## config.mk

```make
export PLATFORM = sky130hd
export DESIGN_NAME = utf8_preview_space_collapser_top
export DESIGN_NICKNAME = d
export VERILOG_FILES = /design/src/rtl/u8psc_pkg.sv /design/src/rtl/u8psc_step.sv /design/src/rtl/utf8_preview_space_collapser_top.sv
export VERILOG_INCLUDE_DIRS = /design/src /design/src/rtl
export SDC_FILE = /design/constraint.sdc
export NUM_CORES = 1
export LEC_CHECK = 0
export BUFFER_PORTS_ARGS = -buffer_cell sky130_fd_sc_hd__buf_2
export CAP_MARGIN = 20
export CORE_ASPECT_RATIO = 0.7
export CORE_UTILIZATION = 60
export DETAILED_ROUTE_END_ITERATION = 7
export PLACE_DENSITY = 0.8
export SYNTH_ARGS = -nofsm -noshare
export SYNTH_HDL_FRONTEND = slang
export SYNTH_SLANG_ARGS = --single-unit
```

## constraint.sdc

```tcl
create_clock -name aclk -period 6.8 [get_ports aclk]
set_input_delay 0.68 -clock aclk [delete_from_list [all_inputs] [get_ports aclk]]
set_output_delay 0.68 -clock aclk [all_outputs]
set_load 0.005 [all_outputs]
```

## src/rtl/utf8_preview_space_collapser_top_defines.svh

```systemverilog
// assertion macros for the utf8 preview space collapser
// used by utf8_preview_space_collapser_top; needs aclk and aresetn in scope
`ifndef UTF8_PREVIEW_SPACE_COLLAPSER_TOP_DEFINES_SVH
`define UTF8_PREVIEW_SPACE_COLLAPSER_TOP_DEFINES_SVH

// same-cycle implication, checked outside reset
`define U8PSC_ASSERT_NOW(lbl, ante, cons, msg) \
    lbl: assert property (@(posedge aclk) disable iff (!aresetn) (ante) |-> (cons)) \
        else $error(msg);

// next-cycle implication, checked outside reset
`define U8PSC_ASSERT_NEXT(lbl, ante, cons, msg) \
    lbl: assert property (@(posedge aclk) disable iff (!aresetn) (ante) |=> (cons)) \
        else $error(msg);

`endif

```

## src/rtl/u8psc_pkg.sv

```systemverilog
// shared types and helper functions for the utf8 preview space collapser
// no dependencies; imported by u8psc_step and the top level
`default_nettype none

package u8psc_pkg;

    localparam int unsigned PartialW = 31;
    localparam int unsigned CodeW    = 21;
    localparam int unsigned CountW   = 16;

    localparam logic [CountW-1:0] CountMax   = 16'hFFFF;
    localparam logic [CodeW-1:0]  SpaceCode  = 21'h000020;
    localparam logic [PartialW-1:0] CodeLimit = 31'h0011_0000;
    localparam logic [19:0] SurrogateTag = 20'h0001B; // 0xD800 >> 11

    typedef struct packed {
        logic [PartialW-1:0] partial;
        logic [2:0]          bytes_left;
        logic [2:0]          seq_len;
        logic                prev_space;
        logic [CountW-1:0]   count;
        logic                stopped;
    } state_t;

    typedef struct packed {
        logic             emit;
        logic [CodeW-1:0] code_point;
        logic             stop;
    } result_t;

    function automatic logic [PartialW-1:0] min_for_length(input logic [2:0] len);
        logic [PartialW-1:0] m;
        case (len)
            3'd2:    m = 31'h0000_0080;
            3'd3:    m = 31'h0000_0800;
            3'd4:    m = 31'h0001_0000;
            3'd5:    m = 31'h0020_0000;
            default: m = 31'h0400_0000;
        endcase
        return m;
    endfunction

    function automatic logic acceptable(input logic [PartialW-1:0] v, input logic [2:0] len);
        return (v >= min_for_length(len)) && (v != '0) && (v < CodeLimit)
            && (v[PartialW-1:11] != SurrogateTag);
    endfunction

    function automatic logic is_white(input logic [CodeW-1:0] c);
        return (c == 21'h09) || (c == 21'h0A) || (c == 21'h0C) || (c == 21'h0D)
            || (c == 21'h20) || (c == 21'hA0) || (c == 21'h1680)
            || ((c >= 21'h2000) && (c <= 21'h200A))
            || (c == 21'h2028) || (c == 21'h2029) || (c == 21'h202F)
            || (c == 21'h205F) || (c == 21'h3000);
    endfunction

endpackage

`default_nettype wire

```

## src/rtl/u8psc_step.sv

```systemverilog
// one-byte update of the utf8 decoder and whitespace collapser
// combinational; depends on u8psc_pkg
`default_nettype none

module u8psc_step (
    input  u8psc_pkg::state_t              cur,
    input  logic [7:0]                     text_byte,
    input  logic                           chunk_end,
    input  logic                           restart,
    input  logic [u8psc_pkg::CountW-1:0]   char_limit,
    output u8psc_pkg::state_t              nxt,
    output u8psc_pkg::result_t             res
);
    import u8psc_pkg::*;

    state_t            s;
    logic              have;
    logic [CodeW-1:0]  cp;
    logic [2:0]        left_dec;
    logic [PartialW-1:0] shifted;
    logic              white;
    logic [CountW-1:0] count_next;

    always_comb begin
        s          = restart ? '0 : cur;
        nxt        = s;
        res        = '0;
        have       = 1'b0;
        cp         = '0;
        left_dec   = s.bytes_left - 3'd1;
        shifted    = {s.partial[PartialW-7:0], text_byte[5:0]};
        white      = 1'b0;
        count_next = s.count;

        if (!s.stopped) begin
            if (text_byte[7:6] == 2'b10) begin
                // continuation byte; ignored unless a sequence is open
                if (s.bytes_left != 3'd0) begin
                    nxt.partial    = shifted;
                    nxt.bytes_left = left_dec;
                    if (left_dec == 3'd0 && acceptable(shifted, s.seq_len)) begin
                        have = 1'b1;
                        cp   = shifted[CodeW-1:0];
                    end
                end
            end else begin
                nxt.bytes_left = 3'd0;
                if (!text_byte[7]) begin
                    have = (text_byte != 8'h00);
                    cp   = {{(CodeW-8){1'b0}}, text_byte};
                end else if (text_byte < 8'hE0) begin
                    nxt.seq_len    = 3'd2;
                    nxt.partial    = {{(PartialW-5){1'b0}}, text_byte[4:0]};
                    nxt.bytes_left = 3'd1;
                end else if (text_byte < 8'hF0) begin
                    nxt.seq_len    = 3'd3;
                    nxt.partial    = {{(PartialW-4){1'b0}}, text_byte[3:0]};
                    nxt.bytes_left = 3'd2;
                end else if (text_byte < 8'hF8) begin
                    nxt.seq_len    = 3'd4;
                    nxt.partial    = {{(PartialW-3){1'b0}}, text_byte[2:0]};
                    nxt.bytes_left = 3'd3;
                end else if (text_byte < 8'hFC) begin
                    nxt.seq_len    = 3'd5;
                    nxt.partial    = {{(PartialW-2){1'b0}}, text_byte[1:0]};
                    nxt.bytes_left = 3'd4;
                end else if (text_byte < 8'hFE) begin
                    nxt.seq_len    = 3'd6;
                    nxt.partial    = {{(PartialW-1){1'b0}}, text_byte[0]};
                    nxt.bytes_left = 3'd5;
                end
            end

            // an open sequence does not survive the chunk boundary
            if (chunk_end) begin
                nxt.bytes_left = 3'd0;
            end

            if (have) begin
                white = is_white(cp);
                if (white) begin
                    res.emit       = !s.prev_space && (s.count != '0);
                    res.code_point = SpaceCode;
                end else begin
                    res.emit       = 1'b1;
                    res.code_point = cp;
                end
                nxt.prev_space = white;
                if (res.emit && s.count != CountMax) begin
                    count_next = s.count + CountW'(1);
                end
                nxt.count = count_next;
                if (char_limit != '0 && count_next >= char_limit) begin
                    nxt.stopped = 1'b1;
                end
                res.stop = nxt.stopped;
            end
        end
    end

endmodule

`default_nettype wire

```

## src/rtl/utf8_preview_space_collapser_top.sv

```systemverilog
// top level of the utf8 preview space collapser: input register, step logic, output register
// depends on u8psc_pkg, u8psc_step and the assertion macro header
//
//  channel   dir  tdata                       tuser      tlast
//  s_        in   [7:0] text_byte             restart    chunk_end
//  m_        out  [20:0] code_point, pad 0    -          stop
//  cfg_      in   [15:0] char_limit (write-only, cfg_wr_en strobe)
//
// one byte per cycle sustained while the output register is free (empty or m_tready high);
// a byte passes through the input register, and a character it yields through the output register
// the decoder state update is combinational, so bytes follow back to back
// output stalls backpressure through the input register; s_tready drops only when
// both registers hold data and m_tready is low
// aresetn (synchronous, active low) clears decoder state, char_limit and valid flags
`default_nettype none

`include "utf8_preview_space_collapser_top_defines.svh"

module utf8_preview_space_collapser_top (
    input  logic        aclk,
    input  logic        aresetn,
    input  logic        cfg_wr_en,
    input  logic [15:0] cfg_wr_data,   // char_limit
    input  logic        s_tvalid,
    output logic        s_tready,
    input  logic [7:0]  s_tdata,       // [7:0] text_byte
    input  logic        s_tlast,       // chunk_end
    input  logic        s_tuser,       // restart
    output logic        m_tvalid,
    input  logic        m_tready,
    output logic [23:0] m_tdata,       // [20:0] code_point, [23:21] zero
    output logic        m_tlast        // stop
);
    import u8psc_pkg::*;

    logic              in_valid_reg;
    logic [7:0]        in_byte_reg;
    logic              in_last_reg;
    logic              in_restart_reg;
    state_t            st_reg;
    state_t            st_next;
    result_t           res;
    logic [CountW-1:0] char_limit_reg;
    logic              m_valid_reg;
    logic [CodeW-1:0]  m_code_reg;
    logic              m_stop_reg;
    logic              out_free;
    logic              proc_fire;
    logic              s_fire;

    assign out_free  = !m_valid_reg || m_tready;
    assign proc_fire = in_valid_reg && out_free;
    assign s_tready  = !in_valid_reg || out_free;
    assign s_fire    = s_tvalid && s_tready;

    u8psc_step u_step (
        .cur        (st_reg),
        .text_byte  (in_byte_reg),
        .chunk_end  (in_last_reg),
        .restart    (in_restart_reg),
        .char_limit (char_limit_reg),
        .nxt        (st_next),
        .res        (res)
    );

    always_ff @(posedge aclk) begin
        if (!aresetn) begin
            in_valid_reg   <= 1'b0;
            m_valid_reg    <= 1'b0;
            st_reg         <= '0;
            char_limit_reg <= '0;
        end else begin
            if (cfg_wr_en) begin
                char_limit_reg <= cfg_wr_data;
            end
            if (s_tready) begin
                in_valid_reg <= s_tvalid;
            end
            if (proc_fire) begin
                st_reg <= st_next;
            end
            if (out_free) begin
                m_valid_reg <= proc_fire && res.emit;
            end
        end
    end

    // payload registers, loaded on transaction only
    always_ff @(posedge aclk) begin
        if (s_fire) begin
            in_byte_reg    <= s_tdata;
            in_last_reg    <= s_tlast;
            in_restart_reg <= s_tuser;
        end
        if (proc_fire && res.emit) begin
            m_code_reg <= res.code_point;
            m_stop_reg <= res.stop;
        end
    end

    assign m_tvalid = m_valid_reg;
    assign m_tdata  = {{(24-CodeW){1'b0}}, m_code_reg};
    assign m_tlast  = m_stop_reg;

    `U8PSC_ASSERT_NEXT(a_emit_loads_output, proc_fire && res.emit, m_valid_reg,
        "emitted character not loaded into output register")
    `U8PSC_ASSERT_NOW(a_stopped_silent, proc_fire && st_reg.stopped && !in_restart_reg,
        !res.emit, "character emitted while stopped")
    `U8PSC_ASSERT_NOW(a_code_legal, m_valid_reg,
        (m_code_reg != '0) && (m_code_reg < 21'h110000) && (m_code_reg[20:11] != 10'h01B),
        "illegal code point on output")

endmodule

`default_nettype wire
```

# Word-level counts from Yosys, hierarchy flattened
# Cells that the tools add are included.
# word_totals
regBits,105
latchBits,0
ram_bits,0
mem_bits_ro,0
inputBits,31
output_inout_bits,27
word_cells,117
n_memories,0
# classes
addsub,2
multipliers,0
div,0
magnitude_cmp,10
eq_ne,19
n_shift,0
mux,36
bitwise_logic,1
n_reduce_logical,35
# op_table
op,count
$mux 37,6
$mux 55,2
$pmux 27 s4,1
$eq 21x14->1 const B,5
$mux 31,3
$eq 21x4->1 const B,4
$mux 21,4
$mux 34,2
$mux 22,3
$mux 16,3
$mux 23,2
$lt 8x8->1 const B,5
$reduce_bool 16->1,2
$ge 31x31->1,1
$lt 31x21->1 const B,1
$reduce_bool 31->1,1
$eq 21x13->1 const B,1
$eq 21x6->1 const B,1
$eq 21x8->1 const B,1
$ge 21x14->1 const B,1
$le 21x14->1 const B,1
$ne 20x5->1 const B,1
$mux 18,1
$add 16x1->16 const B,1
17 further kinds,50

# Logic depth before layout (Yosys ltp)
# Gate-level depths: netlist (run 1).
# depth
word_depth,41
mapped_depth,31

# Hierarchy
# Synthesis (run 1) repeated with hierarchy kept, for this count alone.
# hier_totals
hier_cells,914
area_unflattened_um2,7485.9
# by_module_without_submodules
module,n_inst,cells_each,area_per_inst_um2,seq_area_each_um2
utf8_preview_space_collapser_top,1,338,3940.0,2422.3
u8psc_step,1,576,3545.9,0.0

# Worst setup path before layout (run 1)
# OpenSTA, ideal clock, no wires.
# synth_path
path_kind,register to register
from,reg in_restart_reg
to,reg m_stop_reg (netlist: m_tlast) (data pin)
setup_time_ns,0.259
arrival_ns,5.822
slack_ns,0.719
path_stages_with_launch,30
cell_sequence,edfxtp_1 > buf_2 > clkbuf_1 > buf_1 > clkbuf_1 > clkbuf_1 > buf_1 > nor2b_1 > ha_1 > nand2_1 > or4_1 > o221a_1 > buf_6 > o41a_1 > o22ai_2 > a22oi_4 > and2_1 > buf_4 > xnor2_1 > ha_1 > nand2b_1 > a21o_1 > a21o_1 > a21oi_1 > nor2b_1 > o21ai_0 > a211o_1 > o211ai_1 > a31oi_1 > nor3_1
# synth_between
elab_chain_cells,38
elab_cells_between_ends,72
cone_classes,add/sub: 2; order compare: 5; eq/ne: 18; mux: 20; bitwise: 1; reduce/logical: 26
# synth_lines
element,line_no,text
"start, declared",utf8_preview_space_collapser_top.sv:39,logic in_restart_reg;
"start signal, assigned",utf8_preview_space_collapser_top.sv:93,in_restart_reg <= s_tuser;
$mux 55 (*),u8psc_step.sv:25,s = restart ? '0 : cur;
branches (longest 37 deep; another with $ge 31x31->1),--,
"end signal, assigned",utf8_preview_space_collapser_top.sv:97,m_stop_reg <= res.stop;
"end, declared",utf8_preview_space_collapser_top.sv:46,logic m_stop_reg;
# Every way passes the cells marked *. The select of a mux whose other input is x is not followed.
# A chain may end at the register's enable or synchronous reset.

# Final worst setup path (run 1)
# Ends and elaborated chain as after synthesis.

==> metrics.md, run 1 <==
| Metric | Value |
|---|---|
| Most used DFF post-synth | dfxtp_1 |
| Yosys warns | 0 |
| Clk_lat worst skew | 0.35 ns |
| GR Util met3 | 0.08750 |
| Dpl cells | 839 |
| Mapped Area | 0.006123 mm2 |
| CP Cell Sequence | clkinv_1 -> nand2_1 -> ha_1 -> or4b_1 -> a221o_1 -> a221oi_1 -> o221a_1 -> o31a_1 -> o22ai_2 -> a22oi_4 -> and2_1 -> xnor2_1 -> ha_1 -> nand2b_1 -> a21o_1 -> a21o_1 -> a21oi_1 -> nor2b_1 -> o21ai_0 -> a211o_1 -> o211ai_1 -> a31oi_1 -> nor3_1 |
| Worst Hold Launch | s_tdata[3] |
| Largest net degree at the start of global routing | 54 |
| Setup violators final | 0 |
| Die H | 86.52 um |
| Worst-path fanout max | 19 |
| Antenna Violating Nets Remaining | 0 |
| Cts bufs inserted | 9 |
| Hold_buf cts | 0 |
| Largest register FFs | 49 |
| Area of the core | 0.009797 mm2 |
| Clock sinks | 99 |
| First-pass DRT Iterations | 5 |
| Worst flop-to-flop path endpoint | m_tlast$_SDFFCE_PP0P_ |
| Synth-to-layout area growth | 9.931% |
| Via count | 5607 |
| Hold_ws | 0.4972 ns |
| R2R depth | 23 |
| Post-synth top area share | 0.2190 |
| Largest area contributor in the netlist | dfxtp_1 |
| Slowest-stage cell, CP | o221a_1 |
| Maximum clock rate | 0.1575 GHz |
| Ant diodes | 0 |
| Async S/R FF share, synth | 0 |
| Met2 Usage GRT | 0.4413 |
| R2r setup slk | 0.45 ns |
| Number of buffers and inverters on the critical path | 1 |
| Antenna violations before repair | 0 |
| Vias per inst | 6.558 |
| GR peak layer | met1 |
| R2R Path Start | in_restart_reg$_DFFE_PP_ |
| Layout cells sized above 1 | 0.1252 |
| RSZ-0062 raised after global routing | false |
| Vias in the first global route | 4995 |
| Hold Path End | in_byte_reg[3]$_DFFE_PP_ |
| Buffers added on ports | 54 |
| Post-DP HPWL | 12.59 mm |
| Sequential element share of the synthesized area | 0.3760 |
| Setup TNS | 0 ns |
| Initial Util | 0.6250 |
| CTS max path bufs | 2 |
| Cell family with most CP delay | compound AO/OA/AOI/OAI gates |
| Critical Path End Type | flop |
| Leakage | 2.628 nW |
| Nets | 780 |
| Placed inst area | 0.006427 mm2 |
| # Post-CTS Setup Buffers | 0 |
| CP Launch Type | flop |
| Syn_area_per_cell | 8.874 um2 |
| HP Class | in -> reg |
| CP peak stage delay | 0.55 ns |
| H-tree lvl count | 3 |
| Hold Path Stages | 1 |
| DRC Markers | 0 |
| Largest cells by area after synthesis | dfxtp_1 22%, edfxtp_1 16%, nor2b_1 6.5%, ha_1 5.5%, nand2_1 3.9% |
| Clk_skew | 0.009603 ns |
| Chip width | 122.7 um |
| WL per Instance | 19.92 um |
| Count of state elements after synthesis | 99 |
| Die area | 0.01062 mm2 |
| GRT Residual Overflow | 0 |
| CTS tree | built |
| Clk root buf | clkbuf_16 |
| MaxCap Viol Count | 0 |
| Gates resized, CTS repair | 0 |
| DRT iter0 DRCs | 658 |
| First-pass GRT wire length | 26.98 mm |
| Status | completed |
| Minimum clock period | 6.351 ns |
| Final max-slew violation count | 0 |
| Num rows | 30 |
| Kind of critical path | reg -> reg |
| Post-route cell area | 0.006731 mm2 |
| CTS clk-pin slew, worst paths | 0.07 ns |
| Period utilization | 0.9340 |
| Top Ports | 58 |
| WL final | 17.03 mm |
| Synth unique cells | 79 |
| Most numerous cell in the Yosys netlist | dfxtp_1 |
| Post-synth EDFFs | 32 |
| Cells after Synth | 690 |
| RePlAce Congestion | 0.9224 |
| Fill cell count | 770 |
| Non-Filler Instances | 855 |
| Total track usage | 0.3378 |
| Worst Path Required | 6.90 ns |
| Worst EP arrival | 6.45 ns |
| Peak VDD IR | 0.1367 mV |
| Worst rel slew slack | 0.4771 |
| Final hold vios | 0 |
| Met1 usage | 0.5313 |
| Commonest cells post-synth | 67 x dfxtp_1, 64 x nor2b_1, 63 x nand2_1 |
| PwrDens | 191.5 mW/mm2 |
| Worst Max-Slew Pin Slew | 0.7835 ns |
## final cells by class
class	instances	area, um2	area share
inverters	30	112.6	0.01673
well taps	128	160.2	0.02379
flip-flops and latches	99	2302	0.3420
clock buffers	9	225.2	0.03346
repair buffers	61	322.8	0.04796
clock inverters	7	78.83	0.01171
multi-input cells	521	3530	0.5243
## report_power, final
group / total (mW) / internal, mW / switching (mW)
Clock: 0.529 / 0.291 / 0.239
Sequential: 0.643 / 0.624 / 0.0188
Combinational: 0.117 / 0.0452 / 0.0716
Total: 1.29 / 0.960 / 0.329
## layer usage
| metal | wire, um | part of all wire | vias up |
|---|---|---|---|
| met5 | 0 | 0 | - |
| met1 | 8295 | 0.49 | 2644 |
| li1 | - | - | 2596 |
| met4 | 223 | 0.013 | 0 |
| met2 | 6539 | 0.38 | 341 |
| met3 | 1976 | 0.12 | 26 |
## cell usage in the layout (no fill, tap or decap), drive strengths merged, types with 18 or more instances in the layout
cell / instances
dfxtp: 67
nor2b: 64
nand2: 64
buf: 61
nor2: 39
inv: 33
edfxtp: 32
ha: 27
nand3: 24
mux2i: 22
o21ai: 22
a22oi: 20
and2: 20
nor3: 18
a21oi: 18
## metrics by stage
stage / setup slack [ns] / total power, mW / utilization
finish: 0.4490 / 1.289 / 0.6871
global route: 0.02905 / 1.330 / 0.6871
CTS: 0.5727 / 1.287 / 0.6871
detailed placement: 0.5833 / 0.7687 / 0.6561
global placement: 0.9228 / 0.7642 / 0.6561
floorplan: 0.7188 / 0.7297 / -
## worst max-delay path by stage
stage / start / end / cells after the start
after CTS: in_restart_reg$_DFFE_PP_ / m_tlast$_SDFFCE_PP0P_ / 23
after global routing: in_restart_reg$_DFFE_PP_ / m_tlast$_SDFFCE_PP0P_ / 23
after global placement: in_restart_reg$_DFFE_PP_ / m_tlast$_SDFFCE_PP0P_ / 23
after detailed placement: in_restart_reg$_DFFE_PP_ / m_tlast$_SDFFCE_PP0P_ / 23
after floorplan: in_restart_reg$_DFFE_PP_ / m_tlast$_SDFFCE_PP0P_ / 29
final: in_restart_reg$_DFFE_PP_ / m_tlast$_SDFFCE_PP0P_ / 23
## kinds of logic after synthesis
logic type,count (synthesis),share of synthesized area
AOI/OAI and AO/OA,137,0.1698
xor gates and xnor gates,17,0.02432
adders and majority gates,27,0.05517
buffers and inverters,72,0.04883
DFF,99,0.3760
muxes,23,0.03780
other,1,0.0006124
and+or+nand+nor,314,0.2875
No activity file was read; power rests on OpenSTA's default activity.
==> inputs of run 2 (changes only) <==
- CORE_UTILIZATION: 60 -> 45
- PLACE_DENSITY: 0.8 -> 0.62
- SKIP_CTS_REPAIR_TIMING: not set -> 1
- clock period: 6.8 -> 7.15 ns (I/O delays scaled with it)
==> run 2 against run 1 <==
Net effect: worst hold slack better by 0.0013 ns; clock power is 14% lower; die area is 33% higher; critical path depth stayed put; worst setup slack better by 0.47 ns; clock skew is 0.0029 ns lower; routed wire length is 0.36% higher; critical endpoint unchanged; largest cell class unchanged; highest routed layer unchanged.
==> metrics.md, run 2 (synthesis gave the netlist of run 1 again) <==
| Metric | Value |
|---|---|
| GRT Residual Overflow | 0 |
| Clk network pwr share | 0.386 |
| RSZ-0062 raised after global routing | false |
| Total track usage | 0.2527 |
| Leakage | 2.602 nW |
| Num rows | 35 |
| Die H | 99.60 um |
| R2R Path Start | in_restart_reg$_DFFE_PP_ |
| Worst path setup slack after routing | 0.9161 ns |
| MaxCap Viol Count | 0 |
| Logic gate share of total power | 0.093 |
| DRT iter0 DRCs | 519 |
| Top layer in use | met4 |
| CTS tree | built |
| Final Util | 0.5113 |
| Post-route cell area | 0.006761 mm2 |
| Final hold vios | 0 |
| Final max-slew violation count | 0 |
| HP Class | reg -> reg |
| Maximum clock rate | 0.1604 GHz |
| Antenna violations before repair | 0 |
| Largest register FFs | 49 |
| R2r setup slk | 0.92 ns |
| Number of buffers and inverters on the critical path | 1 |
| Worst Path Required | 7.24 ns |
| Clk root buf | clkbuf_16 |
| Nets | 779 |
| Peak VDD IR | 0.1212 mV |
| Worst EP arrival | 6.33 ns |
| Minimum clock period | 6.234 ns |
| Hold Path Stages | 2 |
| Hold Path End | st_reg[22]$_SDFFE_PN0P_ |
| Die area | 0.01409 mm2 |
| Via count | 5484 |
| Worst flop-to-flop path endpoint | m_tlast$_SDFFCE_PP0P_ |
| Int Power | 872.7 uW |
| Area of the core | 0.01323 mm2 |
| Clock sinks | 99 |
| WL final | 17.09 mm |
| Worst-path fanout max | 18 |
| Largest net degree at the start of global routing | 73 |
| DRC Markers | 0 |
| Synth-to-layout area growth | 10.42% |
| Clk_lat worst skew | 0.35 ns |
| Vias in the first global route | 4942 |
| Vias per inst | 6.020 |
| Layout cells sized above 1 | 0.1212 |
| Placed inst area | 0.006491 mm2 |
| Commonest non-fill, non-tap cells in the layout | 67 x dfxtp_1, 64 x nor2b_1, 63 x nand2_1 |
| RePlAce Congestion | 0.9661 |
| Hold_ws | 0.4985 ns |
| WL met3 | 1.444 mm |
| Buffers added on ports | 54 |
| Kind of critical path | reg -> reg |
| CTS clk-pin slew, worst paths | 0.07 ns |
| Critical Path End Type | flop |
| Worst Hold Launch | st_reg[22]$_SDFFE_PN0P_ |
| Status | completed |
| Sequential share of power | 0.521 |
| Setup TNS | 0 ns |
| Worst Max-Slew Pin Slew | 0.8269 ns |
| Total power | 1.177 mW |
| CP Cell Sequence | clkinv_1 -> nand2_1 -> ha_1 -> or4b_1 -> a221o_1 -> a221oi_1 -> o221a_1 -> o31a_1 -> o22ai_2 -> a22oi_4 -> and2_1 -> xnor2_1 -> ha_1 -> nand2b_1 -> a21o_1 -> a21o_1 -> a21oi_1 -> nor2b_1 -> o21ai_0 -> a211o_1 -> o211ai_1 -> a31oi_1 -> nor3_1 |
| Post-DP HPWL | 12.60 mm |
| M1 WL | 9.126 mm |
| Period utilization | 0.8719 |
| First-pass GRT wire length | 27.30 mm |
| WL per Instance | 18.76 um |
| Initial Util | 0.4630 |
| CP peak stage delay | 0.53 ns |
| Ant diodes | 0 |
| Switch share | 0.2582 |
| PwrDens | 174.0 mW/mm2 |
| Slowest-stage cell, CP | o221a_1 |
| First-pass DRT Iterations | 5 |
| H-tree lvl count | 3 |
| Top Ports | 58 |
| DP Worst Slack | 0.9714 ns |
| Psw | 303.8 uW |
| Chip width | 141.4 um |
| CTS max path bufs | 2 |
| Cell family with most CP delay | compound AO/OA/AOI/OAI gates |
| Non-Filler Instances | 911 |
| Setup violators final | 0 |
| Worst rel slew slack | 0.4481 |
| CP Launch Type | flop |
| Clk_skew | 0.006723 ns |
| Antenna Violating Nets Remaining | 0 |
| Metal2 WL | 6.320 mm |
| Cts bufs inserted | 9 |
| Dpl cells | 895 |
| Most common cell after layout, fill and taps aside | dfxtp_1 |
| R2R depth | 23 |
## run 2: worst min-delay path, delay by kind of cell (launching register included)
family / cells / cell delay (ns)
and+or+nand+nor: 1 / 0.06
DFF: 1 / 0.33
AOI/OAI and AO/OA: 1 / 0.06
## run 2: metal layers
metal  global-route usage  vias up
met5                    0        -
met2               0.3305      259
met3              0.05344       18
met1               0.4068     2614
li1                     -     2593
met4              0.06121        0
## run 2: worst max path at each step
stage / slack [ns] / from / cells past startpoint / endpoint
3_3_place_gp: 1.33 / in_restart_reg$_DFFE_PP_ / 23 / m_tlast$_SDFFCE_PP0P_
5_1_grt: 0.43 / in_restart_reg$_DFFE_PP_ / 23 / m_tlast$_SDFFCE_PP0P_
2_1_floorplan: 1.07 / in_restart_reg$_DFFE_PP_ / 29 / m_tlast$_SDFFCE_PP0P_
4_1_cts: 0.95 / in_restart_reg$_DFFE_PP_ / 23 / m_tlast$_SDFFCE_PP0P_
3_5_place_dp: 0.97 / in_restart_reg$_DFFE_PP_ / 23 / m_tlast$_SDFFCE_PP0P_
6_report: 0.92 / in_restart_reg$_DFFE_PP_ / 23 / m_tlast$_SDFFCE_PP0P_
## run 2: area by class of cell
type	count	area, um2
inverters	30	112.6
flip-flops and latches	99	2302
well taps	185	231.5
clock inverters	6	41.29
fillers	1262	6464
multi-input cells	521	3530
clock buffers	10	229.0
repair buffers	60	315.3
## run 2: power groups by stage
stage          clock network, mW  logic [mW]  registers, mW
6_report                   0.454       0.109          0.613
5_1_grt                    0.487       0.120          0.614
4_1_cts                    0.464       0.108          0.612
3_5_place_dp                   0       0.108          0.625
3_3_place_gp                   0       0.105          0.624
2_1_floorplan                  0      0.0802          0.614
